$ cat src/design/assert_macros.svh
// Assertion macros shared by the RTL files of the morphology window filter.
// Depends on nothing; synthesis builds define SYNTH and get empty bodies.
`ifndef ASSERT_MACROS_SVH
`define ASSERT_MACROS_SVH
`ifndef SYNTH
`define MWF_ASSERT(lbl, clk, rst_n, prop) \
    lbl: assert property (@(posedge clk) disable iff (!rst_n) prop) \
        else $error("%m: check failed");
`define MWF_ASSERT_ALWAYS(lbl, clk, prop) \
    lbl: assert property (@(posedge clk) prop) else $error("%m: check failed");
`else
`define MWF_ASSERT(lbl, clk, rst_n, prop)
`define MWF_ASSERT_ALWAYS(lbl, clk, prop)
`endif
`endif

$ cat src/design/mwf_pkg.sv
// Shared types, constants and helper functions of the morphology window filter.
// Depends on nothing; mwf_cell and the top level import it.
package mwf_pkg;

    localparam int PIX_W      = 8;
    localparam int DIM_W      = 11;
    localparam int KSIZE_W    = 3;
    localparam int MASK_W     = 25;
    localparam int CFG_IDX_W  = 3;
    localparam int CFG_DATA_W = 25;

    localparam logic [PIX_W-1:0] PIX_MAX  = 8'hFF;
    localparam logic [PIX_W-1:0] PIX_ZERO = 8'h00;

    typedef enum logic [CFG_IDX_W-1:0] {
        CFG_MODE          = 3'd0,
        CFG_IMAGE_WIDTH   = 3'd1,
        CFG_IMAGE_HEIGHT  = 3'd2,
        CFG_KERNEL_HEIGHT = 3'd3,
        CFG_KERNEL_WIDTH  = 3'd4,
        CFG_ELEMENT_MASK  = 3'd5
    } cfg_reg_t;

    typedef struct packed {
        logic [PIX_W-1:0] pixel_in;
        logic             flush;
    } in_item_t;

    typedef struct packed {
        logic [PIX_W-1:0] pixel_out;
        logic             last;
    } out_item_t;

    // Element bit for row a, column b of the structuring element (stride five).
    function automatic logic mask_at(input logic [MASK_W-1:0] mask,
                                     input logic [2:0] a, input logic [2:0] b);
        logic [4:0] idx;
        idx = 5'(a) * 5'd5 + 5'(b);
        return mask[idx];
    endfunction

endpackage

$ cat src/design/mwf_cell.sv
// One window cell: holds a pixel, takes its left neighbor's pixel on a shift,
// and offers its masked term for the max and all-ones reductions. Uses mwf_pkg.
module mwf_cell (
    input  logic                    aclk,
    input  logic                    shift_en,
    input  logic [mwf_pkg::PIX_W-1:0] pix_in,
    input  logic                    term_en,
    output logic [mwf_pkg::PIX_W-1:0] pix_out,
    output logic [mwf_pkg::PIX_W-1:0] max_term,
    output logic                    ones_term
);
    import mwf_pkg::*;

    logic [PIX_W-1:0] pix_reg;

    always_ff @(posedge aclk) begin
        if (shift_en) begin
            pix_reg <= pix_in;
        end
    end

    assign pix_out   = pix_reg;
    assign max_term  = term_en ? pix_reg : PIX_ZERO;
    assign ones_term = !term_en || (pix_reg == PIX_MAX);
endmodule

$ cat config.mk
export PLATFORM = sky130hd
export DESIGN_NAME = mwf_cell
export DESIGN_NICKNAME = d
export VERILOG_FILES = /design/src/design/assert_macros.svh /design/src/design/mwf_pkg.sv /design/src/design/mwf_cell.sv
export SDC_FILE = /design/constraint.sdc
export NUM_CORES = 1
export LEC_CHECK = 0
export BUFFER_PORTS_ARGS = -buffer_cell sky130_fd_sc_hd__buf_2
export CAP_MARGIN = 10
export CORE_AREA = 10 10 47 49
export CTS_CLUSTER_SIZE = 14
export DETAILED_ROUTE_END_ITERATION = 12
export DIE_AREA = 0 0 57 59
export SYNTH_ARGS = -nofsm -noshare
export SYNTH_HDL_FRONTEND = slang
export SYNTH_SLANG_ARGS = --single-unit
$ cat constraint.sdc
create_clock -name aclk -period 2.04 [get_ports aclk]
set_clock_uncertainty 0.1 [all_clocks]
set_input_delay 0.204 -clock aclk [delete_from_list [all_inputs] [get_ports aclk]]
set_output_delay 0.204 -clock aclk [all_outputs]
set_load 0.05 [all_outputs]
==> results of run 1 <==
[Yosys cell counts, drive strengths merged]
library cell,n
edfxtp,8
nand4,2
o21ai,1
and2,8
[kinds of logic (layout without fill, tap and decap cells)]
family	after synthesis	after routing
buffers and inverters	0	30
and+or+nand+nor	10	10
AOI/OAI and AO/OA	1	1
DFF	8	8
[worst max path at each step]
stage / startpoint / to / depth (start not counted)
after floorplan: pix_out[6]$_DFFE_PP_ / ones_term / 2
after global placement: pix_out[1]$_DFFE_PP_ / ones_term / 3
after detailed placement: pix_out[6]$_DFFE_PP_ / ones_term / 3
after CTS: pix_out[6]$_DFFE_PP_ / ones_term / 3
after global routing: pix_out[6]$_DFFE_PP_ / ones_term / 3
final: pix_out[6]$_DFFE_PP_ / ones_term / 3
[final cells by class]
| type | count | area, um2 |
|---|---|---|
| Timing Repair Buffer | 27 | 135.1 |
| Multi-Input combinational cell | 11 | 67.56 |
| Clock buffer | 3 | 22.52 |
| Fill cell | 162 | 915.9 |
| Sequential cell | 8 | 240.2 |
| Tap cell | 16 | 20.02 |
[placed cells by master, fill, tap and decap left out, drive strengths merged]
cell	netlist	routed
nand4	2	2
buf	0	27
edfxtp	8	8
clkbuf	0	3
and2	8	8
o21ai	1	1
[per-stage QoR]
stage                     hold slack, ns  power [uW]  setup slack, ns
after global routing             0.01732       474.6           0.5300
after detailed placement          0.2821       341.0           0.8742
after floorplan                   0.2029       301.9           0.2077
final                            0.03493       445.9           0.6391
after CTS                        0.02536       454.2           0.6089
after global placement            0.2816       340.8           0.8795
[power breakdown]
part           total (uW)  internal (uW)  switching (uW)
sequential            204            197            7.55
clock                 110           66.6            43.6
combinational         132           28.1             103
[routing by layer]
metal  wire [um]  global-route usage  vias up  part of all wire
met3          32             0.01502        0             0.041
met5           0                   0        -                 0
met2         522              0.1070       10              0.66
li1            -                   -      130                 -
met4           0             0.04027        0                 0
met1         235             0.03490      101              0.30
==> impl_metrics.env, run 1 <==
export IMPL_ys_warnings_count=0
export IMPL_avgSynthCellArea_um2=16.20
export IMPL_post_route_drc_count=0
export IMPL_post_dp_cell_area_um2=462.9
export IMPL_ant_nets=0
export IMPL_instances_no_fill=65
export IMPL_critPathBufInv=1
export IMPL_yosysUniqueCellTypes=4
export IMPL_vias=241
export IMPL_grt_pass1_wl_mm=1.304
export IMPL_synth_fp_nets=30
export IMPL_slew_headroom=0.8282
export IMPL_path_delay_family="flip-flops"
export IMPL_postCtsSetupBuffers=0
export IMPL_routabilityCongestion=0.6355
export IMPL_ys_seq_elements=8
export IMPL_viasPerCell=3.708
export IMPL_min_to="pix_out[3]$_DFFE_PP_"
export IMPL_avgRoutedWirePerCell_um=12.15
export IMPL_grt_pass1_vias=304
export IMPL_overflow=0
export IMPL_fmax_mhz=713.8
export IMPL_grt_max_degree=10
export IMPL_antenna_found_initial=0
export IMPL_p_leak_uw=0.0002282
export IMPL_cts_buffers=3
export IMPL_drv_slew=0
export IMPL_final_setup_viol_count=0
export IMPL_synth_top_cell_area_share=0.7805
export IMPL_min_period_ns=1.401
export IMPL_ir_worst_vdd_mv=0.3829
export IMPL_cts_tree="done"
export IMPL_crit_chain="nand4_1, o21ai_1, buf_2"
export IMPL_synth_fa_ha_area_frac=0
export IMPL_powerDensity_mw_per_mm2=918.5
export IMPL_cts_hold_buf=0
export IMPL_post_cts_resized=0
export IMPL_hp_start="pix_in[3]"
export IMPL_tightestPinTransition_ns=0.2595
export IMPL_cp_max_fo=3
export IMPL_drt_pass1_iterations=2
export IMPL_grtUsageTotal=0.05080
export IMPL_dieHeight_um=59
export IMPL_htreeDepth=1
export IMPL_dieArea_mm2=0.003363
export IMPL_synth_top_family_by_area="simple AND/OR/NAND/NOR gates"
export IMPL_placed_cells=62
export IMPL_initial_core_util=0.2196
export IMPL_cts_root_buf="clkbuf_4"
export IMPL_area_growth_pct=57.72
export IMPL_drive_gt1_frac=0.6122
export IMPL_design_area_um2=485.5
export IMPL_boundaryPins=28
export IMPL_cp_start_kind="register"
export IMPL_hp_class="in2reg"
export IMPL_yosysSeqAreaShare=0.7805
export IMPL_outcome="complete, no violations"
export IMPL_worstHoldPathCells=1
export IMPL_synth_simple_gate_area_share=0.2033
export IMPL_cap_violations=0
export IMPL_core_area_mm2=0.001401
export IMPL_synthCells=19
export IMPL_finalHoldViolCount=0
export IMPL_largest_reg_flops=8
export IMPL_rows=14
export IMPL_fin_tns_setup_ns=0
export IMPL_synth_area_leaders="edfxtp_1 78%, and2_1 16%, nand4_1 4.1%"
export IMPL_synth_compound_area_frac=0.01626
export IMPL_arrival_ns=1.10
export IMPL_worstSetupPathType="reg2out"
export IMPL_path_clk_slew_ns=0.05
export IMPL_synth_mux_area_frac=0
export IMPL_nets=62
export IMPL_crit_required_ns=1.74
export IMPL_clock_sinks=8
export IMPL_fin_util=0.3464
export IMPL_clockBufferDepth=2
export IMPL_diodes=0
export IMPL_portBuffers=27
export IMPL_syn_area_um2=307.8
export IMPL_endpoint_kind="output port"
export IMPL_crit_slowest_cell="edfxtp_1"
export IMPL_critical_path_max_stage_delay_ns=0.35
export IMPL_die_w_um=57
export IMPL_period_share=0.6867
export IMPL_yosysTopAreaCell="edfxtp_1"
export IMPL_synth_xor_area_frac=0
export IMPL_wl_um=790
export IMPL_rsz0062_at_grt="no"
export IMPL_first_iter_violations=1
Note: power is estimated with default switching activity, not from simulation.
==> run 2: changes to the inputs <==
==> constraint.sdc (replaced) <==
create_clock -name aclk -period 1.2 [get_ports aclk]
set_clock_uncertainty 0.1 [all_clocks]
set_input_delay 0.12 -clock aclk [delete_from_list [all_inputs] [get_ports aclk]]
set_output_delay 0.12 -clock aclk [all_outputs]
set_load 0.05 [all_outputs]
==> run 2 against run 1 <==
  * Critical path depth unchanged
  * Cell area increased by 66%
  * Global-route usage increased by 1.8 points
  * Largest power group is now combinational cells
  * Critical path type unchanged
  * Sequential cell count is the same
  * Cell count increased by 28%
  * Combinational power increased to 2.9 times the previous value
  * Non-clock buffer count grew 18
  * Via count grew 43%
  * Wire length rose by 50%
  * The run now ends with setup timing left
  * Setup slack got worse by 0.81 ns
==> impl_metrics.env, run 2 (same netlist as run 1, synthesis figures left out) <==
export IMPL_dp_slack_ns=0.02133
export IMPL_dieHeight_um=59
export IMPL_cts_root_buf="clkbuf_4"
export IMPL_initial_core_util=0.2196
export IMPL_post_route_drc_count=0
export IMPL_finalHoldViolCount=0
export IMPL_n_fill_cell=113
export IMPL_diodes=0
export IMPL_outcome="finished with violations"
export IMPL_critical_path_max_stage_delay_ns=0.36
export IMPL_ant_nets=0
export IMPL_htreeDepth=1
export IMPL_instances_no_fill=83
export IMPL_final_common_cell="buf_6"
export IMPL_cp_max_fo=2
export IMPL_fin_util=0.5768
export IMPL_crit_chain="nand4_1, o21ai_4, buf_8"
export IMPL_first_iter_violations=6
export IMPL_nets=80
export IMPL_grtUsageTotal=0.06883
export IMPL_powerDensity_mw_per_mm2=1140
export IMPL_mostFrequentLayoutCells="19 x buf_6, 10 x buf_2, 8 x and2_4, 8 x dlygate4sd3_1, 8 x edfxtp_1"
export IMPL_antenna_found_initial=0
export IMPL_arrival_ns=1.15
export IMPL_drive_gt1_frac=0.7313
export IMPL_clockBufferDepth=2
export IMPL_fmax_mhz=730.2
export IMPL_hp_class="in2reg"
export IMPL_crit_required_ns=0.98
export IMPL_area_growth_pct=162.6
export IMPL_grt_pass1_vias=408
export IMPL_die_w_um=57
export IMPL_largest_reg_flops=8
export IMPL_slew_headroom=0.8802
export IMPL_worstHoldPathCells=1
export IMPL_cts_tree="done"
export IMPL_violations="setup timing"
export IMPL_clock_sinks=8
export IMPL_p_leak_uw=0.0003669
export IMPL_min_period_ns=1.369
export IMPL_rows=14
export IMPL_endpoint_kind="output port"
export IMPL_cts_buffers=3
export IMPL_vias=345
export IMPL_drt_pass1_iterations=2
export IMPL_worstSetupPathType="reg2out"
export IMPL_final_setup_viol_count=9
export IMPL_period_share=1.141
export IMPL_timing_hold_ws_ns=0.1141
export IMPL_rsz0062_at_grt="yes"
export IMPL_grt_pass1_wl_mm=1.883
export IMPL_cap_violations=0
export IMPL_routabilityCongestion=0.6670
export IMPL_wl_mm=1.187
export IMPL_portBuffers=27
export IMPL_ir_worst_vdd_mv=0.5581
export IMPL_dieArea_mm2=0.003363
export IMPL_boundaryPins=28
export IMPL_avgRoutedWirePerCell_um=14.30
export IMPL_path_clk_slew_ns=0.05
export IMPL_viasPerCell=4.157
export IMPL_tightestPinTransition_ns=0.1797
export IMPL_cp_start_kind="register"
export IMPL_finalWorstSetupSlack_ns=-0.1694
export IMPL_grt_max_degree=10
export IMPL_drv_slew=0
export IMPL_crit_slowest_cell="edfxtp_1"
export IMPL_placed_cells=67
export IMPL_overflow=0
export IMPL_p_total_uw=921.7
export IMPL_core_area_mm2=0.001401
==> run 2: where the power goes <==
| part | switching (uW) | internal (uW) | leakage [uW] | total [uW] |
|---|---|---|---|---|
| Clock | 80.3 | 114 | 0.0000138 | 194 |
| Sequential | 15.2 | 334 | 0.0000783 | 349 |
| Combinational | 207 | 172 | 0.000275 | 379 |
==> run 2: metal layers <==
| layer | share of wire | global-route usage | wire (um) | vias up |
|---|---|---|---|---|
| li1 | - | - | - | 168 |
| met1 | 0.34 | 0.06304 | 406 | 155 |
| met2 | 0.53 | 0.1209 | 631 | 22 |
| met3 | 0.13 | 0.04077 | 150 | 0 |
| met4 | 0 | 0.03020 | 0 | 0 |
| met5 | 0 | 0 | 0 | - |
==> run 2: metrics by stage <==
| step | setup TNS, ns | area [um2] |
|---|---|---|
| floorplan | -0.3553 | 336.6 |
| global placement | 0 | 529.3 |
| detailed placement | 0 | 529.3 |
| CTS | -0.8940 | 749.5 |
| global route | -1.435 | 808.3 |
| finish | -0.9321 | 808.3 |
==> run 2: area by class of cell <==
class	instances	area, um2	share of cell area
timing repair buffer	45	426.7	0.5279
sequential	8	240.2	0.2972
multi-input combinational	11	98.84	0.1223
clock buffer	3	22.52	0.02786
tap	16	20.02	0.02477
==> run 2: path summary, 6_finish.rpt <==
check | to | start | slack [ns]
worst max-delay path | ones_term | pix_out[2]$_DFFE_PP_ | -0.17
worst min-delay path | pix_out[0]$_DFFE_PP_ | shift_en | 0.11
==> run 2: timing repair <==
| action | in CTS | in global routing |
|---|---|---|
| gates resized for setup | 31 | 13 |
| setup endpoints to repair | 14 | 16 |
| gates cloned | 0 | 0 |
| pin swaps | 1 | 4 |
| buffers inserted | 3 | 2 |
| endpoints found under the hold margin | 8 | 0 |
| hold buffers | 8 | 0 |
==> run 2: critical path, delay by kind of cell (launching register included) <==
family                 cells  cell delay (ns)
AOI/OAI and AO/OA          1             0.21
DFF                        1             0.36
buffers and inverters      1             0.16
and+or+nand+nor            1             0.17
